**src/design/hct_pkg.sv**
```systemverilog
// ----------------------------------------------------------------------------
// Handheld console timer package
// Shared types, register addresses, sizing constants and the interval table.
// ----------------------------------------------------------------------------
package hct_pkg;

    localparam int DIV_INTERVAL = 256;

    localparam int DIV_REM_W   = $clog2(DIV_INTERVAL);
    localparam int PRE_REM_W   = 10;
    localparam int INTERVAL_W  = 11;
    localparam int DIV_REM_MAX = DIV_INTERVAL - 1;
    localparam int PRE_REM_MAX = 1023;
    localparam int SUM_MAX     = ((DIV_REM_MAX > PRE_REM_MAX) ? DIV_REM_MAX : PRE_REM_MAX)
                                 + 255;
    localparam int ACC_W       = $clog2(SUM_MAX + 1);

    localparam logic [1:0] FUNC_TICK  = 2'd0;
    localparam logic [1:0] FUNC_READ  = 2'd1;
    localparam logic [1:0] FUNC_WRITE = 2'd2;

    localparam logic [15:0] ADDR_DIV = 16'hff04;
    localparam logic [15:0] ADDR_CNT = 16'hff05;
    localparam logic [15:0] ADDR_MOD = 16'hff06;
    localparam logic [15:0] ADDR_CTL = 16'hff07;

    localparam logic [7:0] CTL_SEL_MASK = 8'h03;
    localparam logic [7:0] CTL_ENABLE   = 8'h04;

    localparam logic [INTERVAL_W-1:0] INTERVAL_RESET = INTERVAL_W'(1024);

    typedef enum logic [1:0] {
        ST_IDLE,
        ST_DIV,
        ST_PRE,
        ST_RESP
    } t_state;

    typedef struct packed {
        logic [1:0]  func;
        logic [15:0] bus_address;
        logic [7:0]  write_data;
        logic [7:0]  cycle_count;
    } t_in_beat;

    typedef struct packed {
        logic [7:0] read_data;
        logic       timer_irq;
        logic       address_error;
    } t_out_beat;

    typedef struct packed {
        logic             ge;
        logic [ACC_W-1:0] diff;
    } t_sub_result;

    function automatic logic [INTERVAL_W-1:0] sel_interval(input logic [1:0] sel);
        logic [INTERVAL_W-1:0] r;
        unique case (sel)
            2'd0: r = INTERVAL_W'(1024);
            2'd1: r = INTERVAL_W'(16);
            2'd2: r = INTERVAL_W'(64);
            2'd3: r = INTERVAL_W'(256);
            default: r = INTERVAL_W'(1024);
        endcase
        return r;
    endfunction

endpackage

```
**src/design/handheld_console_timer.sv**
```systemverilog
// ----------------------------------------------------------------------------
// Handheld console timer
// Divider, counter, modulo and control registers with a tick-driven prescaler.
// ----------------------------------------------------------------------------
// A bus read or write goes from acceptance to the response state. A tick goes
// through the divider state, the prescaler state when the counter is enabled,
// and the response state; divider and prescaler take (remainder + cycles) /
// DIV_INTERVAL and (remainder + cycles) / interval quotient steps. Each step
// is one pass through the single shared compare and subtract unit, and the
// input is not ready until the result beat is registered.
module handheld_console_timer
    import hct_pkg::*;
(
    input  logic      i_clk,
    input  logic      i_rst_n,
    input  logic      i_in_valid,
    output logic      o_in_ready,
    input  t_in_beat  i_in_beat,
    output logic      o_out_valid,
    input  logic      i_out_ready,
    output t_out_beat o_out_beat
);

    t_state                r_state, n_state;
    logic [7:0]            r_divider, n_divider;
    logic [DIV_REM_W-1:0]  r_div_rem, n_div_rem;
    logic [7:0]            r_counter, n_counter;
    logic [7:0]            r_modulo, n_modulo;
    logic [7:0]            r_control, n_control;
    logic [PRE_REM_W-1:0]  r_pre_rem, n_pre_rem;
    logic [INTERVAL_W-1:0] r_interval, n_interval;
    logic [ACC_W-1:0]      r_acc, n_acc;
    logic [7:0]            r_cycles, n_cycles;
    t_out_beat             r_res, n_res;
    logic                  r_out_valid, n_out_valid;
    t_out_beat             r_out_beat, n_out_beat;

    logic [ACC_W-1:0] w_sub_b;
    t_sub_result      w_sub;
    logic             w_accept;
    logic             w_addr_ok;
    logic             w_out_free;

    hct_sub_unit u_sub (
        .i_minuend    (r_acc),
        .i_subtrahend (w_sub_b),
        .o_result     (w_sub)
    );

    assign w_accept   = i_in_valid && o_in_ready;
    assign w_addr_ok  = (i_in_beat.bus_address >= ADDR_DIV)
                        && (i_in_beat.bus_address <= ADDR_CTL);
    assign w_out_free = !r_out_valid || i_out_ready;

    always_comb begin
        n_state = r_state;
        unique case (r_state)
            ST_IDLE: begin
                if (i_in_valid) begin
                    n_state = (i_in_beat.func == FUNC_TICK) ? ST_DIV : ST_RESP;
                end
            end
            ST_DIV: begin
                if (!w_sub.ge) begin
                    n_state = ((r_control & CTL_ENABLE) != 8'h00) ? ST_PRE : ST_RESP;
                end
            end
            ST_PRE: begin
                if (!w_sub.ge) begin
                    n_state = ST_RESP;
                end
            end
            ST_RESP: begin
                if (w_out_free) begin
                    n_state = ST_IDLE;
                end
            end
            default: n_state = ST_IDLE;
        endcase
    end

    always_comb begin
        o_in_ready  = (r_state == ST_IDLE);
        w_sub_b     = (r_state == ST_PRE) ? ACC_W'(r_interval) : ACC_W'(DIV_INTERVAL);
        n_divider   = r_divider;
        n_div_rem   = r_div_rem;
        n_counter   = r_counter;
        n_modulo    = r_modulo;
        n_control   = r_control;
        n_pre_rem   = r_pre_rem;
        n_interval  = r_interval;
        n_acc       = r_acc;
        n_cycles    = r_cycles;
        n_res       = r_res;
        n_out_valid = r_out_valid && !i_out_ready;
        n_out_beat  = r_out_beat;

        unique case (r_state)
            ST_IDLE: begin
                if (w_accept) begin
                    n_res    = '0;
                    n_cycles = i_in_beat.cycle_count;
                    n_acc    = ACC_W'(r_div_rem) + ACC_W'(i_in_beat.cycle_count);
                    if (i_in_beat.func == FUNC_READ || i_in_beat.func == FUNC_WRITE) begin
                        if (!w_addr_ok) begin
                            n_res.address_error = 1'b1;
                        end else if (i_in_beat.func == FUNC_READ) begin
                            priority if (i_in_beat.bus_address == ADDR_DIV) begin
                                n_res.read_data = r_divider;
                            end else if (i_in_beat.bus_address == ADDR_CNT) begin
                                n_res.read_data = r_counter;
                            end else if (i_in_beat.bus_address == ADDR_MOD) begin
                                n_res.read_data = r_modulo;
                            end else begin
                                n_res.read_data = r_control;
                            end
                        end else begin
                            priority if (i_in_beat.bus_address == ADDR_DIV) begin
                                n_divider = '0;
                                n_div_rem = '0;
                            end else if (i_in_beat.bus_address == ADDR_CNT) begin
                                n_counter = i_in_beat.write_data;
                            end else if (i_in_beat.bus_address == ADDR_MOD) begin
                                n_modulo = i_in_beat.write_data;
                            end else begin
                                if ((r_control & CTL_SEL_MASK)
                                    != (i_in_beat.write_data & CTL_SEL_MASK)) begin
                                    n_pre_rem  = '0;
                                    n_interval = sel_interval(i_in_beat.write_data[1:0]);
                                    n_counter  = r_modulo;
                                end
                                n_control = i_in_beat.write_data;
                            end
                        end
                    end
                end
            end
            ST_DIV: begin
                if (w_sub.ge) begin
                    n_acc     = w_sub.diff;
                    n_divider = r_divider + 8'd1;
                end else begin
                    n_div_rem = r_acc[DIV_REM_W-1:0];
                    n_acc     = ACC_W'(r_pre_rem) + ACC_W'(r_cycles);
                end
            end
            ST_PRE: begin
                if (w_sub.ge) begin
                    n_acc = w_sub.diff;
                    if (r_counter == 8'hff) begin
                        n_counter       = r_modulo;
                        n_res.timer_irq = 1'b1;
                    end else begin
                        n_counter = r_counter + 8'd1;
                    end
                end else begin
                    n_pre_rem = r_acc[PRE_REM_W-1:0];
                end
            end
            ST_RESP: begin
                if (w_out_free) begin
                    n_out_valid = 1'b1;
                    n_out_beat  = r_res;
                end
            end
            default: begin
                n_acc = r_acc;
            end
        endcase
    end

    always_ff @(posedge i_clk) begin
        if (!i_rst_n) begin
            r_state     <= ST_IDLE;
            r_divider   <= '0;
            r_div_rem   <= '0;
            r_counter   <= '0;
            r_modulo    <= '0;
            r_control   <= '0;
            r_pre_rem   <= '0;
            r_interval  <= INTERVAL_RESET;
            r_out_valid <= 1'b0;
        end else begin
            r_state     <= n_state;
            r_divider   <= n_divider;
            r_div_rem   <= n_div_rem;
            r_counter   <= n_counter;
            r_modulo    <= n_modulo;
            r_control   <= n_control;
            r_pre_rem   <= n_pre_rem;
            r_interval  <= n_interval;
            r_out_valid <= n_out_valid;
        end
    end

    always_ff @(posedge i_clk) begin
        r_acc      <= n_acc;
        r_cycles   <= n_cycles;
        r_res      <= n_res;
        r_out_beat <= n_out_beat;
    end

    assign o_out_valid = r_out_valid;
    assign o_out_beat  = r_out_beat;

endmodule

```
**src/design/hct_sub_unit.sv**
```systemverilog
// ----------------------------------------------------------------------------
// Shared compare and subtract unit
// Compares the accumulator with an interval and forms their difference.
// ----------------------------------------------------------------------------
module hct_sub_unit
    import hct_pkg::*;
(
    input  logic [ACC_W-1:0] i_minuend,
    input  logic [ACC_W-1:0] i_subtrahend,
    output t_sub_result      o_result
);

    logic [ACC_W:0] w_diff;

    assign w_diff        = {1'b0, i_minuend} - {1'b0, i_subtrahend};
    assign o_result.ge   = ~w_diff[ACC_W];
    assign o_result.diff = w_diff[ACC_W-1:0];

endmodule

```
**config.mk**
```make
export PLATFORM = sky130hd
export DESIGN_NAME = handheld_console_timer
export DESIGN_NICKNAME = d
export VERILOG_FILES = /design/src/design/hct_pkg.sv /design/src/design/handheld_console_timer.sv /design/src/design/hct_sub_unit.sv
export SDC_FILE = /design/constraint.sdc
export NUM_CORES = 1
export LEC_CHECK = 0
export BUFFER_PORTS_ARGS = -buffer_cell sky130_fd_sc_hd__buf_2
export CAP_MARGIN = 20
export CORE_ASPECT_RATIO = 0.75
export CORE_UTILIZATION = 29
export CTS_CLUSTER_DIAMETER = 30
export DETAILED_ROUTE_END_ITERATION = 10
export GPL_TIMING_DRIVEN = 0
export REMOVE_ABC_BUFFERS = 1
export SETUP_SLACK_MARGIN = 0.1
export SYNTH_ARGS = -nofsm -noshare
export SYNTH_HDL_FRONTEND = slang
export SYNTH_SLANG_ARGS = --single-unit
export TNS_END_PERCENT = 5
```
**constraint.sdc**
```tcl
create_clock -name i_clk -period 4.1 [get_ports i_clk]
set_clock_uncertainty 0.1 [all_clocks]
set_input_delay 0.82 -clock i_clk [delete_from_list [all_inputs] [get_ports i_clk]]
set_output_delay 0.82 -clock i_clk [all_outputs]
set_load 0.01 [all_outputs]
```
======== After elaboration in Yosys (flattened, before gate mapping) ========
Index checks and enable logic that the tools add are counted.
word-level totals
  flip-flop bits (word level) ............. 103
  bits of input ports ..................... 38
cells by class
  bitwise gates (word level) .............. 4
  reduce and logical (&&, ||, !) cells .... 26
  muxes and demuxes ....................... 54
  add/sub/neg operators ................... 5
  magnitude comparators ................... 2
  equal/unequal tests ..................... 31
operators by type and width
  operator                                                          count
  8-bit two-way mux                                                 20
  10-bit two-way mux                                                9
  16-bit equality test (second input constant)                      3
  8-bit one-hot mux with 2 select lines                             3
  11-bit two-way mux                                                4
  11-bit one-hot mux with 4 select lines                            1
  11-bit one-hot mux with 3 select lines                            1
  10-bit one-hot mux with 2 select lines                            1
  9-bit AND reduction                                               2
  8-bit by 1-bit adder with 8-bit output (second input constant)    2
  16-bit >= comparator (second input constant)                      1
  16-bit less-or-equal comparator (second input constant)           1
  2-bit by 1-bit != test with 1-bit output (second input constant)  8
  2-bit != test (second input constant)                             8
  8-bit AND reduction                                               2
  7-bit AND reduction                                               2
  2-bit two-way mux                                                 6
  11-bit by 11-bit subtractor with 12-bit output                    1
  10-bit by 8-bit adder with 11-bit output                          1
  2-bit equality test (second input constant)                       5
  10-bit AND reduction                                              1
  8-bit by 8-bit adder with 9-bit output                            1
  8-bit equality test (second input constant)                       1
  2-bit one-hot mux with 4 select lines                             1
  16 further kinds                                                  37

======== Depth between registers and ports, before layout ========
Gate-level depths: netlist of run 1.
  word-level depth ........................ 10
  gate-level depth with buffers ........... 14
  depth with buffers taken out ............ 11

======== By module ========
From an unflattened synthesis of run 1, not the netlist that was laid out.
unflattened totals
  cells, all modules ...................... 645
  area total of the unflattened synthesis .. 5,774.3 µm²
by module, submodules not included
  module                  seq. area each (µm²)  area each (µm²)  times used  cells each
  handheld_console_timer  2,312.2               5,241.3          1           570
  hct_sub_unit            0.0                   533.0            1           75

======== Worst setup path after synthesis of run 1 ========
No wires, ideal clock.
  path type ............................... register -> register
  start point ............................. register r_state[0]
  end point ............................... register r_acc[0] (enable)
  path slack .............................. 0.708 ns
  arrival ................................. 2.931 ns
  cell stages (with the launch flop) ...... 12
  cell sequence ........................... dfxtp_1 inv_1 ha_1 clkbuf_1 clkbuf_1 nor2b_1 ha_1 a211o_1 a21oi_1 o21ai_0 a21o_1 nor3_1
on the way
  longest elaborated chain between the ends .. 5
  elaborated cells between the ends (all ways) .. 10
ends and longest elaborated chain
  item                                            RTL line                                                    RTL
  start: declaration                              handheld_console_timer.sv:24                                t_state r_state, n_state;
  start signal: assignment                        handheld_console_timer.sv:184                               r_state <= n_state;
  2-bit equality test                             handheld_console_timer.sv:84, handheld_console_timer.sv:98
  11-bit two-way mux                              handheld_console_timer.sv:84                                w_sub_b = (r_state == ST_PRE) ? ACC_W'(r_interval) : ACC_W'(DIV_INTERVAL);
  11-bit by 11-bit subtractor with 12-bit output  hct_sub_unit.sv:15                                          assign w_diff = {1'b0, i_minuend} - {1'b0, i_subtrahend};
  2-bit != test (no line)                         n/a
  3-bit AND reduction (no line) (*)               n/a
  end signal: assignment                          handheld_console_timer.sv:197                               r_acc <= n_acc;
  end: declaration                                handheld_console_timer.sv:32                                logic [ACC_W-1:0] r_acc, n_acc;
Mark *: on every way between the ends. The rest lies on a longest branch, timed or not.
A chain may end at the register's enable or synchronous reset.

======== Worst setup path in the final report of run 1 ========
  start point ............................. register r_state[0]
  end point ............................... register r_acc[3] (enable)
The elaborated chain is that of the path after synthesis.

==> results of run 1 <==
## report_power, final
group	switching (mW)	internal, mW
clock network	0.348	0.453
registers	0.105	1.21
logic	0.731	0.385
total	1.18	2.05
## state kept, by name, summed over array words and instances (netlist names)
name	flops
r_div_rem	8
r_interval	4
r_cycles	8
r_res	10
r_acc	11
r_modulo	8
o_out_beat	10
r_divider	8
r_pre_rem	10
r_state	2
r_control	8
r_counter	8
o_out_valid	1
## stage by stage
stage | TNS, ps | utilization [%]
finish | 0 | 33.90
global route | 0 | 33.89
CTS | 0 | 33.83
detailed placement | 0 | 32.25
global placement | -3151 | 32.21
floorplan | 0 | -
## synthesized netlist by cell type (11+ instances only)
master    count
a21boi_0     20
a21oi_1      35
clkbuf_1     21
dfxtp_1      57
edfxtp_1     39
ha_1         29
inv_1        18
mux2i_1      11
nand2_1      60
nand3_1      31
nor2_1       22
nor2b_1      14
o21ai_0      15
xor2_1       14
## logic make-up (layout without fill, tap and decap cells)
kind of cell / count (synthesis) / in the layout / synth area share (%)
flops: 96 / 96 / 43.65
simple gates: 174 / 174 / 17.03
compound gates: 158 / 158 / 21.07
mux: 15 / 15 / 3.141
fa+ha+maj: 31 / 31 / 7.605
xor+xnor: 23 / 23 / 3.803
other cells: 0 / 1 / 0
buf+inv: 46 / 85 / 3.708
## critical path, stage by stage, from the launching register on
cell and delay [ps]:
dfxtp_1 330, inv_1 170, ha_4 480, nor2b_1 200, ha_1 290, a211o_1 270, a21oi_1 230, o21ai_0 280
a21o_1 360, nor3_1 650
## metal layers
metal  track usage [%]  vias to the layer above  routed length, um
met5                 0                        -                 13
met4             5.048                        2                252
met3             2.620                       20                869
met2             22.19                      122               6030
met1             20.54                     2119               6426
li1                  -                     2097                  -
## timing repair
item | in CTS | in global routing
buffers inserted | 0 | 0
gates resized for setup | 0 | 1
setup endpoints to repair | 0 | 16
## final cells by class
| type | instances | area, sq um |
|---|---|---|
| Tap cell | 242 | 302.8 |
| Inverter | 19 | 71.32 |
| Timing Repair Buffer | 50 | 250.2 |
| Antenna cell | 1 | 2.502 |
| Clock buffer | 14 | 267.8 |
| Multi-Input combinational cell | 401 | 2801 |
| Clock inverter | 2 | 13.76 |
| Sequential cell | 96 | 2312 |
| Fill cell | 1852 | 11740 |
## how the worst max path moves through the flow
stage               cells after the start       start  slack [ps]        to
floorplan                               9  r_state[0]         620  r_acc[0]
global placement                        9  r_state[0]        -330  r_acc[3]
detailed placement                      9  r_state[0]         140  r_acc[3]
CTS                                     9  r_state[0]         110  r_acc[3]
global route                            9  r_state[0]          90  r_acc[3]
finish                                  9  r_state[0]         370  r_acc[3]
==> impl_metrics.json, run 1 <==
{
  "holdWs_ps": 322.5,
  "r2r-start": "r_state[0]",
  "rsz0062_at_grt": "no",
  "hp-start": "r_res[0]",
  "grt_pass1_wl_um": 21260,
  "cp-end-kind": "flop",
  "hold_viol": 0,
  "stdcell_area_sq_um": 6022,
  "vias_per_cell": 5.285,
  "h-tree-depth": 3,
  "area_delta_synth_final_pct": 13.68,
  "min_path_type": "flop to flop",
  "grt_overflow": 0,
  "synth.distinct_cells": 72,
  "ctsRootBufferMaster": "clkbuf_16",
  "layout.cells.most_common": "nand2_1",
  "worstReg2RegEnd": "r_acc[3]",
  "initial_utilization_pct": 29.83,
  "drt_pass1_iterations": 5,
  "finalSetupViolCount": 0,
  "drv_cap": 0,
  "num_vias": 4360,
  "r2r_slack_ps": 370,
  "antenna_left": 0,
  "drt-total-wl_um": 13590,
  "dpl_cell_area_sq_um": 5728,
  "reg2reg_depth": 9,
  "avgRoutedWirePerCell_um": 16.48,
  "ys_warn_count": 0,
  "clk_path_buf_depth": 2,
  "grt_max_degree": 56,
  "leakagePower_nw": 2.198,
  "die-height_um": 119.1,
  "gp_congestion": 0.8993,
  "holdBufCountCts": 0,
  "finalCritPeriodShare_pct": 91.02,
  "syn_area_per_cell_sq_um": 9.756,
  "worstMarginPinSlew_ps": 1254,
  "min_to": "o_out_beat[0]",
  "drive_above_1_share_pct": 13.57,
  "dp_hpwl_um": 9812,
  "vdd_ir_drop_max_mv": 0.2343,
  "rows": 42,
  "yosysSeqAreaShare_pct": 43.65,
  "drc": 0,
  "fmax_ghz": 0.2680,
  "synth.cell_area_sq_um": 5298,
  "clock-sinks": 96,
  "core_sq_um": 17760,
  "numCtsBuffers": 9,
  "cp.arrival_ps": 3600,
  "period_minus_slack_ps": 3732,
  "synthTopCellsByArea": "edfxtp_1 (22%), dfxtp_1 (22%), ha_1 (6.8%)",
  "slew_headroom_pct": 16.43,
  "dp_slack_ps": 138.8,
  "slew_violations": 0,
  "status": "completed",
  "io_buffers": 49,
  "min_path_cells": 0,
  "cts_tree": "built",
  "crit_type": "flop to flop",
  "ys_ff_latch": 96,
  "syn_inst": 543,
  "synth_flop_cell": "dfxtp_1",
  "setup_slack_ps": 368.2,
  "grt_usage_pct": 14.56,
  "io_pins": 50,
  "clk_pin_slew_ps": 60,
  "fin_cells": 825,
  "placedCellCount": 808,
  "powerDensity_nw_per_um2": 536.3,
  "synth-async-reset-ratio_pct": 0,
  "grt_pass1_vias": 4068,
  "layout_common_cells": "nand2_1 (60), dfxtp_1 (57), buf_2 (50)",
  "worstPathMaxFanout": 41,
  "antenna_found_initial": 2,
  "yosysTopAreaCell": "edfxtp_1",
  "clk_latency_ps": 340,
  "dieArea_sq_um": 18820,
  "start_kind": "flop",
  "cp_data_required_time_ps": 3970,
  "first_iter_violations": 319,
  "die_w_um": 158.1,
  "synth_edf_count": 39,
  "fin_nets": 646,
  "synth.top_cell.area_share_pct": 22.11,
  "power.total_mw": 3.229
}
Note: power is estimated with default switching activity, not from simulation.
==> run 2: changes to the inputs <==
--- a/config.mk
+++ b/config.mk
@@ -12,9 +12,11 @@
 export CTS_CLUSTER_DIAMETER = 30
 export DETAILED_ROUTE_END_ITERATION = 10
 export GPL_TIMING_DRIVEN = 0
+export MAX_ROUTING_LAYER = met4
 export REMOVE_ABC_BUFFERS = 1
 export SETUP_SLACK_MARGIN = 0.1
 export SYNTH_ARGS = -nofsm -noshare
 export SYNTH_HDL_FRONTEND = slang
+export SYNTH_HIERARCHICAL = 1
 export SYNTH_SLANG_ARGS = --single-unit
 export TNS_END_PERCENT = 5
==> run 2 against run 1 <==
Net effect: area after synthesis is 9.0% higher; total power is 10% higher; count of clock-buffer cells in the layout is 4 lower; critical path depth is 7 higher; via count is 6.9% higher; clock power is 6.0% higher; maximum frequency is 0.82% lower; routed wire length is 3.0% higher; largest power group is now combinational logic; combinational power is 24% higher; setup slack worse by 31 ps.
==> impl_metrics.json, run 2 <==
{
  "status": "completed",
  "synth-async-reset-ratio_pct": 0,
  "ys_ff_latch": 96,
  "layout_common_cells": "nand2_1 (91), dfxtp_1 (57), buf_2 (49)",
  "first_iter_violations": 311,
  "grt_max_degree": 58,
  "num_vias": 4659,
  "slew_violations": 0,
  "finalSetupViolCount": 0,
  "hold_viol": 0,
  "drv_cap": 0,
  "cts_tree": "built",
  "rsz0062_at_grt": "yes",
  "area_delta_synth_final_pct": 13.93,
  "grt_overflow": 0,
  "grt_usage_pct": 14.64,
  "grt_pass1_vias": 4288,
  "synth.top_cell.area_share_pct": 20.28,
  "wl_met1_um": 7446,
  "synth_flop_cell": "dfxtp_1",
  "reg2reg_depth": 16,
  "largest_reg_flops": 11,
  "yosysTopAreaCell": "edfxtp_1",
  "gp_congestion": 0.8533,
  "r2r_slack_ps": 340,
  "core_sq_um": 19430,
  "ctsRootBufferMaster": "clkbuf_16",
  "clk_path_buf_depth": 2,
  "regMostFlops": "r_acc",
  "layout.cells.most_common": "nand2_1",
  "dp_hpwl_um": 10370,
  "antenna_cells": 0,
  "slew_headroom_pct": 41.10,
  "r2r-start": "r_state[0]",
  "cp.arrival_ps": 3890,
  "dr_wl_met3_um": 466,
  "period_minus_slack_ps": 3763,
  "drt-total-wl_um": 14000,
  "avgRoutedWirePerCell_um": 14.90,
  "io_buffers": 49,
  "syn_inst": 645,
  "ys_warn_count": 6,
  "die_w_um": 164.9,
  "crit_type": "flop to flop",
  "cp-startpoint": "r_state[0]",
  "synth.cells.most_frequent": "nand2_1 (91), dfxtp_1 (57), nor2_1 (47)",
  "synth.cell_area_sq_um": 5774,
  "vias_per_cell": 4.956,
  "numCtsBuffers": 9,
  "worstPathMaxFanout": 24,
  "rows": 44,
  "die-height_um": 124.2,
  "worstReg2RegEnd": "r_divider[4]",
  "grt_pass1_wl_um": 22740,
  "fmax_ghz": 0.2658,
  "synth_edf_count": 39,
  "power.total_mw": 3.558,
  "vdd_ir_drop_max_mv": 0.2196,
  "synth.distinct_cells": 70,
  "antenna_found_initial": 0,
  "yosysSeqAreaShare_pct": 40.04,
  "min_path_cells": 0,
  "io_pins": 50,
  "start_kind": "flop",
  "leakagePower_nw": 2.495,
  "dieArea_sq_um": 20480,
  "cp-end-kind": "flop",
  "initial_utilization_pct": 29.71,
  "worstMarginPinSlew_ps": 883.5,
  "cp_data_required_time_ps": 4230,
  "min_path_type": "flop to flop",
  "finalCritPeriodShare_pct": 91.77,
  "top_layer": "met4",
  "clock-sinks": 96,
  "antenna_left": 0,
  "clk_latency_ps": 360,
  "h-tree-depth": 3,
  "clk_pin_slew_ps": 70,
  "yosysMostFrequentCell": "nand2_1",
  "syn_area_per_cell_sq_um": 8.952,
  "stdcell_area_sq_um": 6579,
  "drive_above_1_share_pct": 11.64,
  "synthTopCellsByArea": "edfxtp_1 (20%), dfxtp_1 (20%), ha_1 (7.6%)",
  "fin_nets": 758,
  "setup_tns_ps": 0,
  "worstSetupEndpoint": "r_divider[4]",
  "dpl_cell_area_sq_um": 6267,
  "routed-wl-met2_um": 5794,
  "drt_pass1_iterations": 7,
  "nFillCells": 1988,
  "powerDensity_nw_per_um2": 540.8,
  "drc": 0
}
==> run 2: how the worst min path moves through the flow <==
| stage | startpoint | end | slack (ps) |
|---|---|---|---|
| after detailed placement | r_res[3] | o_out_beat[3] | 310 |
| after CTS | r_res[3] | o_out_beat[3] | 310 |
| after floorplan | r_res[0] | o_out_beat[0] | 300 |
| after global routing | r_res[3] | o_out_beat[3] | 330 |
| final | r_res[3] | o_out_beat[3] | 310 |
| after global placement | r_res[1] | o_out_beat[1] | 300 |
==> run 2: area by class of cell <==
type / instances / area (sq um) / share of cell area [%]
well taps: 253 / 316.6 / 4.812
inverters: 32 / 120.1 / 1.826
repair buffers: 51 / 272.8 / 4.146
flip-flops and latches: 96 / 2312 / 35.15
clock inverters: 6 / 66.31 / 1.008
multi-input cells: 492 / 3262 / 49.58
clock buffers: 10 / 229.0 / 3.480
==> run 2: critical path: stages, from the launching register on <==
cell	delay [ps]
dfxtp_1	330
inv_1	160
ha_4	360
and2_1	200
inv_1	50
ha_1	370
o211ai_1	110
a21oi_1	240
o21bai_1	140
nand3_1	110
a31o_1	290
nand2b_1	290
nand4_1	140
o21ai_2	350
nand4_1	170
xor2_1	150
nor2_1	50
==> run 2: cell families after synthesis <==
group	synth area share, %
buffers and inverters	4.247
adder cells (fa/ha/maj)	8.624
other	0.06494
AO/OA/AOI/OAI	17.25
XOR/XNOR	4.399
multiplexers	4.507
flip-flops	40.04
AND/OR/NAND/NOR	20.87
==> run 2: timing repair <==
action                                  in CTS  in global routing
hold endpoints to repair                     0                  0
endpoints found under the setup margin      53                 45
hold buffers                                 0                  0
setup buffers                                0                  0
gates resized for setup                      2                  2
==> run 2: power by group <==
part | internal (mW) | switching (mW)
logic | 0.529 | 0.857
clock network | 0.476 | 0.372
registers | 1.21 | 0.116
==> run 2: routing by layer <==
layer	vias to the layer above	GRT usage (%)
met5	-	-
met4	0	5.073
met3	16	2.106
met2	89	19.92
met1	2174	21.70
li1	2380	-
==> run 2: stage by stage <==
step / utilization, % / hold WS [ps] / setup WS [ps] / cells
detailed placement: 32.25 / 305.7 / -276.7 / 924
global placement: 32.08 / 302.1 / -422.9 / 922
finish: 33.85 / 314.0 / 337.4 / 940
CTS: 33.79 / 314.1 / 121.5 / 940
global route: 33.85 / 325.7 / 32.05 / 940
floorplan: - / 300.3 / 587.4 / 620
==> run 3: changes to the inputs <==
--- a/config.mk
+++ b/config.mk
@@ -7,7 +7,7 @@
 export LEC_CHECK = 0
 export BUFFER_PORTS_ARGS = -buffer_cell sky130_fd_sc_hd__buf_2
 export CAP_MARGIN = 20
-export CORE_ASPECT_RATIO = 0.75
+export CORE_ASPECT_RATIO = 1.4
 export CORE_UTILIZATION = 29
 export CTS_CLUSTER_DIAMETER = 30
 export DETAILED_ROUTE_END_ITERATION = 10
==> constraint.sdc (replaced) <==
create_clock -name i_clk -period 3.64 [get_ports i_clk]
set_clock_uncertainty 0.1 [all_clocks]
set_input_delay 0.728 -clock i_clk [delete_from_list [all_inputs] [get_ports i_clk]]
set_output_delay 0.728 -clock i_clk [all_outputs]
set_load 0.01 [all_outputs]
==> run 3 against run 2 <==
Net effect: die area hardly changed; register-to-register slack worse by 90 ps; critical endpoint is now r_divider[2]; largest power group unchanged; clock power is 13% higher; via count is 2.0% higher; non-clock buffer count is 6 higher; critical path depth stayed put; routed wire length is 2.9% higher; combinational power is 14% higher; setup slack worse by 91 ps.
==> impl_metrics.json, run 3 (same netlist as run 2, synthesis figures left out) <==
{
  "drive_above_1_share_pct": 13.42,
  "rows": 60,
  "avgRoutedWirePerCell_um": 15.30,
  "dpl_cell_area_sq_um": 6261,
  "r2r_slack_ps": 250,
  "status": "completed",
  "p_int_mw": 2.478,
  "h-tree-depth": 3,
  "antenna_found_initial": 0,
  "initial_utilization_pct": 29.81,
  "hold_viol": 0,
  "num_vias": 4752,
  "layout_common_cells": "nand2_1 (90), dfxtp_1 (57), buf_2 (49)",
  "cp-end-kind": "flop",
  "area_delta_synth_final_pct": 15.28,
  "cp.arrival_ps": 3510,
  "grt_pass1_vias": 4649,
  "largest_reg_flops": 11,
  "die_w_um": 121.3,
  "antenna_left": 0,
  "postLayoutCoreUtil_pct": 34.37,
  "grt_pass1_wl_um": 23430,
  "drc": 0,
  "swShare_pct": 38.44,
  "start_kind": "flop",
  "worstMarginPinSlew_ps": 943.3,
  "fin_nets": 764,
  "fmax_ghz": 0.2947,
  "powerDensity_nw_per_um2": 604.8,
  "holdWs_ps": 323.3,
  "rsz0062_at_grt": "yes",
  "ctsRootBufferMaster": "clkbuf_16",
  "min_path_type": "flop to flop",
  "slew_headroom_pct": 37.12,
  "antenna_cells": 0,
  "numCtsBuffers": 9,
  "dieArea_sq_um": 20490,
  "drt_pass1_iterations": 4,
  "clk_pin_slew_ps": 80,
  "layout.cells.most_common": "nand2_1",
  "clk_path_buf_depth": 2,
  "vias_per_cell": 5.050,
  "worstPathMaxFanout": 8,
  "io_buffers": 49,
  "leakagePower_nw": 2.522,
  "drt-total-wl_um": 14400,
  "drv_cap": 0,
  "cp_data_required_time_ps": 3750,
  "clock-sinks": 96,
  "clkPwrFrac_pct": 23.9,
  "finalCritPeriodShare_pct": 93.23,
  "p_comb_share_pct": 39.4,
  "netSwitchingPower_mw": 1.547,
  "slew_violations": 0,
  "regMostFlops": "r_acc",
  "grt_usage_pct": 14.99,
  "core_sq_um": 19370,
  "period_minus_slack_ps": 3393,
  "grt_max_degree": 55,
  "io_pins": 50,
  "crit_type": "flop to flop",
  "stdcell_area_sq_um": 6656,
  "finalSetupViolCount": 0,
  "clk_latency_ps": 340,
  "cts_tree": "built",
  "seq_power_share_pct": 36.7,
  "vdd_ir_drop_max_mv": 0.3096,
  "first_iter_violations": 297,
  "gp_congestion": 0.8398,
  "grt_overflow": 0,
  "dp_hpwl_um": 10550,
  "die-height_um": 169.0
}
==> run 3: cell count changes in the layout (fill, tap and decap cells not counted), moves of 2 or more <==
cell,before,now
inv_6,2,0
buf_4,1,6
inv_8,0,2
clkinv_2,2,0
clkinv_8,0,2
clkinvlp_4,0,2
==> run 3: critical path, cell delays in order, from the launching register on <==
cell and delay (ps):
dfxtp_1 340, inv_1 160, ha_4 220, and2_1 150
inv_1 50, ha_1 360, a21o_1 270, o21bai_1 180
nand3_1 120, a31o_2 320, nand2b_2 250, nand4_1 190
o21ai_4 110, buf_4 160, nand2_1 70, xor2_1 150
nor2_1 50
==> run 3: power groups by stage <==
stage | Clock, mW | Sequential, mW | Combinational [mW]
finish | 0.961 | 1.48 | 1.59
global route | 1.02 | 1.50 | 1.77
CTS | 0.980 | 1.48 | 1.56
detailed placement | 0 | 1.50 | 1.51
global placement | 0 | 1.50 | 1.50
floorplan | 0 | 1.46 | 1.12
==> run 3: through the flow <==
| step | worst slack, ps | power, mW | TNS, ps | instances |
|---|---|---|---|---|
| finish | 246.6 | 4.026 | 0 | 941 |
| global route | 12.79 | 4.291 | 0 | 941 |
| CTS | 29.38 | 4.013 | 0 | 936 |
| detailed placement | -753.7 | 3.015 | -31610 | 919 |
| global placement | -1131 | 3.005 | -43090 | 917 |
| floorplan | 219.4 | 2.586 | 0 | 620 |
==> run 3: final cells by class <==
type / count / area [sq um]
fill: 2079 / 12710
sequential: 96 / 2312
timing repair buffer: 57 / 321.6
clock inverter: 7 / 78.83
inverter: 32 / 120.1
multi-input combinational: 492 / 3288
tap: 248 / 310.3
clock buffer: 9 / 225.2
==> run 3: final timing paths <==
kind / from / endpoint / depth (start not counted)
setup / recovery: r_state[0] / r_divider[2] / 16
hold / removal: r_res[9] / o_out_beat[9] / 0
setup reg to reg: r_state[0] / r_divider[2] / 16
hold reg to reg: r_res[9] / o_out_beat[9] / 0
==> run 3: what timing repair did <==
item                                    CTS  global route
buffers inserted                          1             5
hold buffers                              0             0
pin swaps                                 0             2
gates resized for setup                   6             6
endpoints found under the setup margin   59            54
==> run 3: layer usage <==
metal	wire [um]	part of all wire, %	global-route usage [%]
met1	6541	45	17.92
met2	7188	50	25.52
met3	370	2.6	1.651
met4	303	2.1	5.958
met5	0	0	-
